$ cat src/hdl/uule_pkg.sv
// uule_pkg: shared types, constants and the character mapping of the line encoder
// no dependencies; imported by every module of the block

package uule_pkg;

    localparam int DEF_MAX_LINE_BYTES = 45;
    localparam int LINE_CAP           = 45;   // bytes per line, keeps a line within 64 chars
    localparam int CNT_W              = 6;    // byte count and line length width
    localparam int CFG_IDX_W          = 1;
    localparam int CFG_DATA_W         = 6;

    localparam logic [CFG_IDX_W-1:0] CFG_LINE_BYTES    = 1'b0;
    localparam logic [CFG_IDX_W-1:0] CFG_ZERO_AS_SPACE = 1'b1;

    localparam logic [7:0] NEWLINE_CHAR = 8'h0A;
    localparam logic [7:0] BACKQUOTE    = 8'h60;
    localparam logic [7:0] SPACE_CHAR   = 8'h20;

    typedef enum logic [2:0] {
        ST_IDLE,
        ST_LEN,
        ST_RD,
        ST_CH,
        ST_NL,
        ST_ZLEN,
        ST_ZNL
    } t_state;

    typedef struct packed {
        logic             idle;
        logic [CNT_W-1:0] count;
    } t_ctrl_stat;

    // six-bit value to printable character
    function automatic logic [7:0] enc_char(input logic [5:0] v, input logic zsp);
        logic [7:0] c;
        if (v == 6'd0) begin
            c = zsp ? SPACE_CHAR : BACKQUOTE;
        end else begin
            c = {2'b00, v} + SPACE_CHAR;
        end
        return c;
    endfunction

endpackage

$ cat src/hdl/uule_line_mem.sv
// uule_line_mem: line buffer, one write port and one registered read port
// depends on uule_pkg

module uule_line_mem
    import uule_pkg::*;
#(
    parameter int DEPTH = DEF_MAX_LINE_BYTES
) (
    input  logic                     i_clk,
    input  logic                     i_we,
    input  logic [$clog2(DEPTH)-1:0] i_waddr,
    input  logic [7:0]               i_wdata,
    input  logic                     i_re,
    input  logic [$clog2(DEPTH)-1:0] i_raddr,
    output logic [7:0]               o_rdata
);

    logic [7:0] mem [DEPTH];
    logic [7:0] r_rdata;

    always_ff @(posedge i_clk) begin
        if (i_we) begin
            mem[i_waddr] <= i_wdata;
        end
    end

    always_ff @(posedge i_clk) begin
        if (i_re) begin
            r_rdata <= mem[i_raddr];
        end
    end

    assign o_rdata = r_rdata;

endmodule

$ cat src/hdl/uule_ctrl.sv
// uule_ctrl: byte collection and line sequencer, reads the buffer back in groups of three
// depends on uule_pkg; drives uule_line_mem

module uule_ctrl
    import uule_pkg::*;
#(
    parameter int MAX_LINE_BYTES = DEF_MAX_LINE_BYTES
) (
    input  logic                              i_clk,
    input  logic                              i_rst_n,
    input  logic                              i_valid,
    input  logic [7:0]                        i_byte,
    input  logic                              i_eos,
    output t_ctrl_stat                        o_status,
    input  logic [CNT_W-1:0]                  i_line_bytes,
    input  logic                              i_zero_as_space,
    output logic                              o_mem_we,
    output logic [$clog2(MAX_LINE_BYTES)-1:0] o_mem_waddr,
    output logic [7:0]                        o_mem_wdata,
    output logic                              o_mem_re,
    output logic [$clog2(MAX_LINE_BYTES)-1:0] o_mem_raddr,
    input  logic [7:0]                        i_mem_rdata,
    output logic                              o_out_valid,
    input  logic                              i_out_ready,
    output logic [7:0]                        o_out_char,
    output logic                              o_out_last
);

    localparam int AW  = $clog2(MAX_LINE_BYTES);
    localparam int CAP = (MAX_LINE_BYTES < LINE_CAP) ? MAX_LINE_BYTES : LINE_CAP;

    t_state           r_state, n_state;
    logic [CNT_W-1:0] r_count, n_count;
    logic [CNT_W-1:0] r_len, n_len;
    logic             r_last, n_last;
    logic [CNT_W-1:0] r_ptr, n_ptr;
    logic [1:0]       r_sub, n_sub;
    logic [23:0]      r_grp, n_grp;
    logic             r_pend, n_pend;
    logic             r_pend_zero, n_pend_zero;

    logic             accept;
    logic             room;
    logic [CNT_W-1:0] eff;
    logic [CNT_W-1:0] count_inc;
    logic [5:0]       sextet;
    logic             in_line;

    // effective line length: zero means one, capped at the smaller of the buffer size and LINE_CAP
    always_comb begin
        if (i_line_bytes == '0) begin
            eff = CNT_W'(1);
        end else if (i_line_bytes > CNT_W'(CAP)) begin
            eff = CNT_W'(CAP);
        end else begin
            eff = i_line_bytes;
        end
    end

    assign accept    = i_valid && (r_state == ST_IDLE);
    assign room      = r_count < CNT_W'(MAX_LINE_BYTES);
    assign count_inc = room ? r_count + CNT_W'(1) : r_count;
    assign in_line   = r_ptr < r_len;

    assign o_mem_we    = accept && room;
    assign o_mem_waddr = r_count[AW-1:0];
    assign o_mem_wdata = i_byte;
    assign o_mem_raddr = r_ptr[AW-1:0];

    assign o_status.idle  = (r_state == ST_IDLE);
    assign o_status.count = r_count;

    always_comb begin
        case (r_sub)
            2'd0:    sextet = r_grp[23:18];
            2'd1:    sextet = r_grp[17:12];
            2'd2:    sextet = r_grp[11:6];
            2'd3:    sextet = r_grp[5:0];
            default: sextet = r_grp[5:0];
        endcase
    end

    always_comb begin
        n_state     = r_state;
        n_count     = r_count;
        n_len       = r_len;
        n_last      = r_last;
        n_ptr       = r_ptr;
        n_sub       = r_sub;
        n_grp       = r_grp;
        n_pend      = 1'b0;
        n_pend_zero = r_pend_zero;
        o_mem_re    = 1'b0;
        o_out_valid = 1'b0;
        o_out_char  = NEWLINE_CHAR;
        o_out_last  = 1'b0;

        // read data lands in the cycle after its request
        if (r_pend) begin
            n_grp = {r_grp[15:0], (r_pend_zero ? 8'h00 : i_mem_rdata)};
        end

        case (r_state)
            ST_IDLE: begin
                if (accept) begin
                    n_len = count_inc;
                    if (count_inc >= eff || i_eos) begin
                        n_count = '0;
                        n_last  = i_eos;
                        n_state = ST_LEN;
                    end else begin
                        n_count = count_inc;
                    end
                end
            end
            ST_LEN: begin
                o_out_valid = 1'b1;
                o_out_char  = enc_char(r_len, i_zero_as_space);
                if (i_out_ready) begin
                    n_ptr   = '0;
                    n_sub   = '0;
                    n_state = ST_RD;
                end
            end
            ST_RD: begin
                // bytes past the end of the line pad as zero
                o_mem_re    = in_line;
                n_pend      = 1'b1;
                n_pend_zero = !in_line;
                n_ptr       = r_ptr + CNT_W'(1);
                n_sub       = r_sub + 2'd1;
                if (r_sub == 2'd2) begin
                    n_sub   = '0;
                    n_state = ST_CH;
                end
            end
            ST_CH: begin
                o_out_valid = !r_pend;
                o_out_char  = enc_char(sextet, i_zero_as_space);
                if (!r_pend && i_out_ready) begin
                    n_sub = r_sub + 2'd1;
                    if (r_sub == 2'd3) begin
                        n_sub   = '0;
                        n_state = in_line ? ST_RD : ST_NL;
                    end
                end
            end
            ST_NL: begin
                o_out_valid = 1'b1;
                o_out_last  = !r_last;
                if (i_out_ready) begin
                    n_state = r_last ? ST_ZLEN : ST_IDLE;
                end
            end
            ST_ZLEN: begin
                o_out_valid = 1'b1;
                o_out_char  = enc_char(6'd0, i_zero_as_space);
                if (i_out_ready) begin
                    n_state = ST_ZNL;
                end
            end
            ST_ZNL: begin
                o_out_valid = 1'b1;
                o_out_last  = 1'b1;
                if (i_out_ready) begin
                    n_state = ST_IDLE;
                end
            end
            default: begin
                n_state = ST_IDLE;
            end
        endcase
    end

    always_ff @(posedge i_clk) begin
        if (!i_rst_n) begin
            r_state <= ST_IDLE;
            r_count <= '0;
            r_pend  <= 1'b0;
        end else begin
            r_state <= n_state;
            r_count <= n_count;
            r_pend  <= n_pend;
        end
    end

    always_ff @(posedge i_clk) begin
        r_len       <= n_len;
        r_last      <= n_last;
        r_ptr       <= n_ptr;
        r_sub       <= n_sub;
        r_grp       <= n_grp;
        r_pend_zero <= n_pend_zero;
    end

endmodule

$ cat src/hdl/uuencode_line_encoder.sv
// uuencode_line_encoder: top level, configuration registers and output register
// depends on uule_pkg, uule_ctrl and uule_line_mem

// Raw bytes stream in one per item and collect in a line buffer memory. When the
// line is full (line_bytes, 1..45, zero taken as one) or a byte arrives with tlast
// set, the block sends one text line, one character per item: a length character,
// four characters for each group of three bytes (big-endian, short group padded
// with zeros) and a newline; after the final line of a stream a zero-length line
// follows. Output tlast marks the last character caused by one input item. A byte
// that completes no line leaves the block idle and ready for the next byte. To
// send a line, each group is read back from the buffer over its single read port
// one byte at a time through its registered read, then its four characters leave
// at one per cycle while the output register is not held by back-pressure; input
// is held off meanwhile. Configuration must be written only while the block is
// idle; the block itself does not enforce this.

module uuencode_line_encoder
    import uule_pkg::*;
#(
    parameter int MAX_LINE_BYTES = DEF_MAX_LINE_BYTES
) (
    input  logic                  i_clk,
    input  logic                  i_rst_n,
    // input bytes
    input  logic                  i_s_axis_tvalid,
    output logic                  o_s_axis_tready,
    input  logic [7:0]            i_s_axis_tdata,   // [7:0] data_byte
    input  logic                  i_s_axis_tlast,   // end_of_stream
    // encoded characters
    output logic                  o_m_axis_tvalid,
    input  logic                  i_m_axis_tready,
    output logic [7:0]            o_m_axis_tdata,   // [7:0] out_char
    output logic                  o_m_axis_tlast,   // run_last
    // configuration writes
    input  logic                  i_cfg_valid,
    output logic                  o_cfg_ready,
    input  logic [CFG_IDX_W-1:0]  i_cfg_index,
    input  logic [CFG_DATA_W-1:0] i_cfg_data
);

    localparam int AW  = $clog2(MAX_LINE_BYTES);
    localparam int CAP = (MAX_LINE_BYTES < LINE_CAP) ? MAX_LINE_BYTES : LINE_CAP;

    // configuration registers
    logic [CNT_W-1:0] r_line_bytes;
    logic             r_zero_as_space;

    // output register between the sequencer and the stream
    logic             r_out_valid;
    logic [7:0]       r_out_char;
    logic             r_out_last;

    t_ctrl_stat       ctrl_stat;
    logic             mem_we;
    logic [AW-1:0]    mem_waddr;
    logic [7:0]       mem_wdata;
    logic             mem_re;
    logic [AW-1:0]    mem_raddr;
    logic [7:0]       mem_rdata;
    logic             seq_valid;
    logic             seq_ready;
    logic [7:0]       seq_char;
    logic             seq_last;

    assign o_cfg_ready = 1'b1;

    always_ff @(posedge i_clk) begin
        if (!i_rst_n) begin
            r_line_bytes    <= CNT_W'(LINE_CAP);
            r_zero_as_space <= 1'b0;
        end else if (i_cfg_valid) begin
            case (i_cfg_index)
                CFG_LINE_BYTES:    r_line_bytes    <= i_cfg_data[CNT_W-1:0];
                CFG_ZERO_AS_SPACE: r_zero_as_space <= i_cfg_data[0];
                default: ;
            endcase
        end
    end

    // the sequencer may load a new character whenever the register drains
    assign seq_ready = !r_out_valid || i_m_axis_tready;

    always_ff @(posedge i_clk) begin
        if (!i_rst_n) begin
            r_out_valid <= 1'b0;
        end else if (seq_ready) begin
            r_out_valid <= seq_valid;
        end
    end

    always_ff @(posedge i_clk) begin
        if (seq_ready && seq_valid) begin
            r_out_char <= seq_char;
            r_out_last <= seq_last;
        end
    end

    assign o_m_axis_tvalid = r_out_valid;
    assign o_m_axis_tdata  = r_out_char;
    assign o_m_axis_tlast  = r_out_last;
    assign o_s_axis_tready = ctrl_stat.idle;

    uule_ctrl #(
        .MAX_LINE_BYTES (MAX_LINE_BYTES)
    ) u_ctrl (
        .i_clk           (i_clk),
        .i_rst_n         (i_rst_n),
        .i_valid         (i_s_axis_tvalid),
        .i_byte          (i_s_axis_tdata),
        .i_eos           (i_s_axis_tlast),
        .o_status        (ctrl_stat),
        .i_line_bytes    (r_line_bytes),
        .i_zero_as_space (r_zero_as_space),
        .o_mem_we        (mem_we),
        .o_mem_waddr     (mem_waddr),
        .o_mem_wdata     (mem_wdata),
        .o_mem_re        (mem_re),
        .o_mem_raddr     (mem_raddr),
        .i_mem_rdata     (mem_rdata),
        .o_out_valid     (seq_valid),
        .i_out_ready     (seq_ready),
        .o_out_char      (seq_char),
        .o_out_last      (seq_last)
    );

    uule_line_mem #(
        .DEPTH (MAX_LINE_BYTES)
    ) u_line_mem (
        .i_clk   (i_clk),
        .i_we    (mem_we),
        .i_waddr (mem_waddr),
        .i_wdata (mem_wdata),
        .i_re    (mem_re),
        .i_raddr (mem_raddr),
        .o_rdata (mem_rdata)
    );

`ifndef ASSERT_OFF
    // every run of characters closes with a newline
    a_last_is_newline: assert property (@(posedge i_clk) disable iff (!i_rst_n)
        (o_m_axis_tvalid && o_m_axis_tlast) |-> (o_m_axis_tdata == NEWLINE_CHAR))
        else $error("run closed by a character other than newline");

    // a waiting character that does not close its run means a line is still in progress
    a_busy_mid_line: assert property (@(posedge i_clk) disable iff (!i_rst_n)
        (o_m_axis_tvalid && !o_m_axis_tlast) |-> !o_s_axis_tready)
        else $error("input taken while a line is still being sent");

    // between lines the buffer never holds a full line
    a_count_below_cap: assert property (@(posedge i_clk) disable iff (!i_rst_n)
        ctrl_stat.idle |-> (ctrl_stat.count < CNT_W'(CAP)))
        else $error("byte count reached the line capacity while idle");
`endif

endmodule

$ cat config.mk
export PLATFORM = sky130hd
export DESIGN_NAME = uuencode_line_encoder
export DESIGN_NICKNAME = d
export VERILOG_FILES = /design/src/hdl/uule_pkg.sv /design/src/hdl/uule_line_mem.sv /design/src/hdl/uule_ctrl.sv /design/src/hdl/uuencode_line_encoder.sv
export SDC_FILE = /design/constraint.sdc
export NUM_CORES = 1
export LEC_CHECK = 0
export ABC_AREA = 1
export BUFFER_PORTS_ARGS = -buffer_cell sky130_fd_sc_hd__buf_4
export CAP_MARGIN = 20
export CORE_AREA = 10 10 187 365
export CTS_CLUSTER_SIZE = 40
export DETAILED_ROUTE_END_ITERATION = 12
export DIE_AREA = 0 0 197 375
export GPL_TIMING_DRIVEN = 0
export MAX_ROUTING_LAYER = met4
export PLACE_DENSITY_LB_ADDON = 0.25
export SLEW_MARGIN = 20
export SYNTH_ARGS = -nofsm -noshare
export SYNTH_HDL_FRONTEND = slang
export SYNTH_SLANG_ARGS = --single-unit
$ cat constraint.sdc
create_clock -name i_clk -period 8 [get_ports i_clk]
set_input_delay 0.8 -clock i_clk [delete_from_list [all_inputs] [get_ports i_clk]]
set_output_delay 0.8 -clock i_clk [all_outputs]
set_load 0.01 [all_outputs]
Word-level counts from Yosys, hierarchy flattened:

Memories as Yosys holds them, arrays and structs flattened. A register that Yosys moved wholly into a read port is not among the register bits.
Index checks and enable logic that the tools add are counted.

* add/sub/neg operators: 5
* bitwise operators: 1
* reductions and logical operators: 25
* equality and inequality tests: 18
* order comparisons: 4
* mux-type cells: 34

Operator list (count)
* two-way mux 3 bit: 11
* two-way mux 6 bit: 5
* one-hot mux 6 bit (4 select lines): 1
* one-hot mux 8 bit (3 select lines): 1
* one-hot mux 3 bit (7 select lines): 1
* logical NOT 6 bit: 3
* two-way mux 8 bit: 2
* adder 6 x 6 -> 7 bit (second input constant): 2
* adder 6 x 1 -> 6 bit (second input constant): 2
* one-hot mux 6 bit (2 select lines): 1
* != test 2 x 1 -> 1 bit (second input constant): 5
* equality test 3 bit (second input constant): 3
* AND reduction 9 bit: 1
* two-way mux 2 bit: 4
* != test 2 bit (second input constant): 4
* AND reduction 2 bit: 4
* two-way mux 7 bit: 1
* equality test 3 x 2 -> 1 bit (second input constant): 2
* greater-or-equal comparator 6 bit: 1
* greater-than comparator 6 bit (second input constant): 1
* < comparator 6 bit: 1
* < comparator 6 bit (second input constant): 1
* one-hot mux 2 bit (3 select lines): 1
* AND reduction 3 bit: 2
* 15 further kinds: 27

* bits in writable memories: 360
* register bits: 67
* memories kept: 1

Memory list
* u_line_mem.mem: words 45, width 8, rd ports 1, clocked after Yosys merged registers in 1, write ports 1, RTL line uule_line_mem.sv:18 `logic [7:0] mem [DEPTH];`

Depth between registers and ports, before layout:

* depth in word-level cells: 8
* depth in mapped cells: 20

By module:

A second synthesis with hierarchy kept.

* cells, all modules: 1652
* area, all modules: 18661.6 um^2

By module, submodules not included
* uule_line_mem: area an instance 15034.4 um^2, seq. area each 11050.6 um^2, instances 1, cells each 1252
* uule_ctrl: area an instance 3019.1 um^2, seq. area each 1401.3 um^2, instances 1, cells each 344
* uuencode_line_encoder: area an instance 608.1 um^2, seq. area each 430.4 um^2, instances 1, cells each 56

Worst setup path after synthesis:

OpenSTA, ideal clock, no wires.

* path type: register to register
* start: register u_ctrl.r_count[1] (netlist: u_ctrl.o_mem_waddr[1])
* end: register u_ctrl.r_last, enable pin
* data required time: 7701 ps
* data arrival time: 2400 ps
* cell stages (with the launch flop): 16
* buffers on the path: 2
* setup slack: 5301 ps
* period minus slack after synthesis: 2699 ps
* setup time: 299 ps
* cells stage by stage: dfxtp_1 > buf_4 > clkinv_1 > ha_1 > o21ai_1 > nand2_1 > buf_4 > a21boi_0 > inv_1 > ha_1 > nand3_1 > nor2_1 > nand2_1 > nand2_1 > nand2_1 > nor2_1

* word-level cells in the longest chain between the ends: 5
* elaborated cells between the ends (all ways): 6

RTL lines
* start, declared: RTL line uule_ctrl.sv:33 `logic [CNT_W-1:0] r_count, n_count;`
* start signal, assigned: RTL line uule_ctrl.sv:182 `r_count <= n_count;`
* adder 6 x 1 -> 6 bit / < comparator 6 bit (equally long branches): RTL line uule_ctrl.sv:62, uule_ctrl.sv:61
* two-way mux 6 bit *: RTL line uule_ctrl.sv:62 `assign count_inc = room ? r_count + CNT_W'(1) : r_count;`
* named net u_ctrl.count_inc[4]: RTL line uule_ctrl.sv:45 `logic [CNT_W-1:0] count_inc;`
* greater-or-equal comparator 6 bit *: RTL line uule_ctrl.sv:107 `if (count_inc >= eff || i_eos) begin`
* logical OR 1 bit *: RTL line uule_ctrl.sv:107
* AND reduction 3 bit (no source line) *
* end signal, assigned: RTL line uule_ctrl.sv:189 `r_last <= n_last;`
* end, declared: RTL line uule_ctrl.sv:35 `logic r_last, n_last;`

The timed path passes the listed nets; every way through them passes the cells marked *.
A chain may end at the register's enable or synchronous reset.

Worst setup path in the final report:

* start: register u_ctrl.r_count[1] (netlist: u_ctrl.o_mem_waddr[1])
* end: register u_ctrl.r_state[2]

* word-level cells in the longest chain between the ends: 6
* elaborated cells between the ends (all ways): 7

RTL lines
* adder 6 x 1 -> 6 bit / < comparator 6 bit (equally long branches): RTL line uule_ctrl.sv:62, uule_ctrl.sv:61
* two-way mux 6 bit *: RTL line uule_ctrl.sv:62
* named net u_ctrl.count_inc[4]: RTL line uule_ctrl.sv:45
* greater-or-equal comparator 6 bit *: RTL line uule_ctrl.sv:107
* logical OR 1 bit *: RTL line uule_ctrl.sv:107
* != test 2 x 1 -> 1 bit (no source line) *
* AND reduction 9 bit (no source line) *
* end signal, assigned: RTL line uule_ctrl.sv:181 `r_state <= n_state;`
* end, declared: RTL line uule_ctrl.sv:32 `t_state r_state, n_state;`

Marks and branches as above.

==> run metrics <==
Layout Utilization=0.3397; CTS Root Buffer Type=sky130_fd_sc_hd__clkbuf_16; Post-Layout Inst Area=21220 um2; switching power as a share of total power=0.3693; fin crit period=3198 ps; worst-case headroom to the max-slew limit=0.4450; worst path required time=8480 ps; CTS H-tree lvls=2; slew of the pin with the lowest slew margin=829.4 ps; category of the worst setup path capture point=register; DP HPWL=34210 um; post-route ant nets=0; total chip power=6.952 mW; library cells used by synthesis=40; type of element launching the critical path=register; worst setup margin=4802 ps; Reg clk slew, reported paths=60 ps; total CTS buffers=44; number of antenna violations at the first check in global routing=0; latest clock arrival within the worst-skew pair=590 ps; type of the worst min-delay path=in -> reg; most used standard cell by instance count after synthesis=sky130_fd_sc_hd__nand2_1; count of endpoints failing setup in the final report=0; last weighted congestion value of the routability-driven placer=0.9284; Register-to-Register Setup Slack=4800 ps; IO Port Bufs=29; part of the Yosys area used for sequential elements=0.6943; WL final=50030 um; largest driver fanout on the critical path=10; Initial Util=0.2964; TritonCTS clock tree=built; result of the run=finished, final reports clean; vias=12101; Residual DRC=0; Syn Inst Count=1652; net switching power figure=2.567 mW; critical path class=reg -> reg; count of standard-cell rows=130; top cells by count, synth=sky130_fd_sc_hd__nand2_1, sky130_fd_sc_hd__edfxtp_1, sky130_fd_sc_hd__nand3_1; Clock Skews=27.52 ps; number of filler instances in the final layout=6268; hold violation total from the final report=0; global-route wire length before repair=74700 um; dpl cells=2479; wire length per cell=19.55 um; FFs w/ async S/R, synth=0; final-report max-slew violation count=0; average vias per placed instance=4.729; relative contribution of the clock network to total power=0.287; top cell type's share of synthesized area=0.6749; Internal Dissipation=4.385 mW; height of the die=375 um; Post-Syn Nets=1692; Detailed Routing Iterations Pass 1=5; largest area contributor in the synthesized netlist=sky130_fd_sc_hd__edfxtp_1; number of buffers inserted by hold repair at cts=0; area of the core region=62460 um2; DIE AREA=73880 um2; total I/O pin count=33; arrival time worst endpoint=3680 ps; post-synthesis sequential element count=434; buffer depth of the longest clock path=3; part of the total power dissipated in combinational logic=0.329; per-instance average area after synthesis=11.20 um2; clock sink count=434; Horiz. Die Dim=197 um; TNS Setup=0 ps; worst slack after detailed placement=4834 ps; Worst Hold Slack=436.5 ps; prevailing post-synth register cell=sky130_fd_sc_hd__edfxtp_1; static leakage=7.756 nW; max-cap violation count=0; area overhead of the layout relative to synthesis=14.64%; PD cells=327.6 nW/um2; portion of total power attributed to sequential cells=0.384; Synth warnings=0; synth top area cells=sky130_fd_sc_hd__edfxtp_1, sky130_fd_sc_hd__nand2_1, sky130_fd_sc_hd__nand3_1; number of enable flip-flop cells after synthesis=416; Post-CTS Setup Inserts=0; leftover overflow at the end of global routing=0; netlist area before placement=18510 um2; Resize count post-CTS=0; antenna cells=0; ratio of cells with drive above 1 in the final layout=0.1183; largest net degree at the start of global routing=46; number of nets in the layout=1773; final cell count without fillers=2559; via count of the first global-routing pass=11691; RSZ-0062 raised after global routing=false; global-route usage over all layers=0.1372; maximum VDD drop=0.0002145 V; iteration-0 DRC count of the detailed router=967; Placed Instance Area=19820 um2; final critical-path share of the clock period=0.3998; top achievable clock speed=0.3127 GHz
[placed cells by master, fill, tap and decap left out, types with 3 or more instances in the layout]
| master | synthesis | final |
|---|---|---|
| sky130_fd_sc_hd__nor3_1 | 12 | 3 |
| sky130_fd_sc_hd__inv_2 | 7 | 7 |
| sky130_fd_sc_hd__nor3_2 | 0 | 9 |
| sky130_fd_sc_hd__nor2_2 | 4 | 4 |
| sky130_fd_sc_hd__o211ai_1 | 5 | 5 |
| sky130_fd_sc_hd__clkinv_8 | 0 | 3 |
| sky130_fd_sc_hd__o21a_1 | 3 | 3 |
| sky130_fd_sc_hd__edfxtp_1 | 416 | 416 |
| sky130_fd_sc_hd__nand2_1 | 509 | 509 |
| sky130_fd_sc_hd__clkinv_2 | 0 | 8 |
| sky130_fd_sc_hd__buf_2 | 35 | 37 |
| sky130_fd_sc_hd__dfxtp_1 | 18 | 17 |
| sky130_fd_sc_hd__nor2_1 | 136 | 136 |
| sky130_fd_sc_hd__o22ai_1 | 14 | 14 |
| sky130_fd_sc_hd__nand4_1 | 5 | 5 |
| sky130_fd_sc_hd__o21ai_0 | 66 | 65 |
| sky130_fd_sc_hd__bufinv_16 | 0 | 3 |
| sky130_fd_sc_hd__nand3_1 | 181 | 181 |
| sky130_fd_sc_hd__a21oi_1 | 64 | 64 |
| sky130_fd_sc_hd__buf_4 | 31 | 64 |
| sky130_fd_sc_hd__nand4_4 | 6 | 6 |
| sky130_fd_sc_hd__clkbuf_1 | 14 | 23 |
| sky130_fd_sc_hd__clkbuf_16 | 0 | 44 |
| sky130_fd_sc_hd__buf_6 | 3 | 3 |
| sky130_fd_sc_hd__inv_1 | 64 | 64 |
| sky130_fd_sc_hd__o21ai_1 | 7 | 8 |
| sky130_fd_sc_hd__nor4_2 | 0 | 6 |
| sky130_fd_sc_hd__clkinv_1 | 5 | 15 |
| sky130_fd_sc_hd__ha_1 | 19 | 19 |
[area by class of cell]
class                      count  area [um2]  share of cell area
clock inverter                27       242.7             0.01144
timing repair buffer          35       257.7             0.01215
sequential                   434       12850              0.6057
buffer                        85       501.7             0.02364
clock buffer                  53        1135             0.05348
tap                          792       991.0             0.04670
inverter                      78       297.8             0.01403
multi-input combinational   1055        4941              0.2328
[metal layers]
metal	GRT usage	vias up	wire length (um)
met4	0.04428	0	1490
li1	-	5878	-
met2	0.2171	337	23680
met3	0.01714	71	2601
met5	-	-	0
met1	0.1795	5815	22260
[cell families after synthesis]
| family | share of synthesized area |
|---|---|
| other | 0.0004057 |
| AND/OR/NAND/NOR | 0.2002 |
| XOR/XNOR | 0.001352 |
| adder cells (fa/ha/maj) | 0.01284 |
| AO/OA/AOI/OAI | 0.04766 |
| flip-flops | 0.6943 |
| buffers and inverters | 0.04319 |
[registers in the layout, indices dropped and copies added, names as in the netlist, 2 cells and up]
signal,cells
o_m_axis_tdata,7
r_line_bytes,6
u_ctrl.o_mem_raddr,6
u_ctrl.o_mem_waddr,6
u_ctrl.r_grp,24
u_ctrl.r_len,6
u_ctrl.r_state,3
u_ctrl.r_sub,2
u_line_mem.mem,360
u_line_mem.o_rdata,8
[worst max-delay path, stage by stage, from the launching register on]
cell	delay, ps
sky130_fd_sc_hd__dfxtp_1	340
sky130_fd_sc_hd__buf_4	210
sky130_fd_sc_hd__clkinv_1	430
sky130_fd_sc_hd__ha_1	360
sky130_fd_sc_hd__o21ai_1	130
sky130_fd_sc_hd__nand2_1	70
sky130_fd_sc_hd__buf_4	190
sky130_fd_sc_hd__a21boi_0	170
sky130_fd_sc_hd__inv_1	110
sky130_fd_sc_hd__ha_1	300
sky130_fd_sc_hd__nand3_1	90
sky130_fd_sc_hd__nor2_1	100
sky130_fd_sc_hd__nand2_1	60
sky130_fd_sc_hd__nand2_1	110
sky130_fd_sc_hd__nand2_1	90
sky130_fd_sc_hd__nand2_1	130
sky130_fd_sc_hd__nand3_1	90
sky130_fd_sc_hd__a21oi_1	130
[power by group through the flow]
stage	Sequential, mW	Clock [mW]	Combinational (mW)
after floorplan	2.71	0	1.41
after global placement	2.72	0	2.28
after detailed placement	2.72	0	2.28
after CTS	2.67	2.03	2.29
after global routing	2.68	2.12	2.51
final	2.67	1.99	2.29
[worst paths after layout]
check,startpoint,to,depth (start not counted)
setup / recovery,u_ctrl.o_mem_waddr[1]$_SDFFE_PN0P_,u_ctrl.r_state[2]$_SDFFE_PN0P_,17
hold / removal,i_s_axis_tlast,u_ctrl.r_last$_DFFE_PP_,1
setup reg to reg,u_ctrl.o_mem_waddr[1]$_SDFFE_PN0P_,u_ctrl.r_state[2]$_SDFFE_PN0P_,17
hold reg to reg,u_ctrl.r_grp[3]$_SDFFCE_PP0P_,u_ctrl.r_grp[11]$_DFFE_PP_,0
Power figures use the tool's default switching activity.
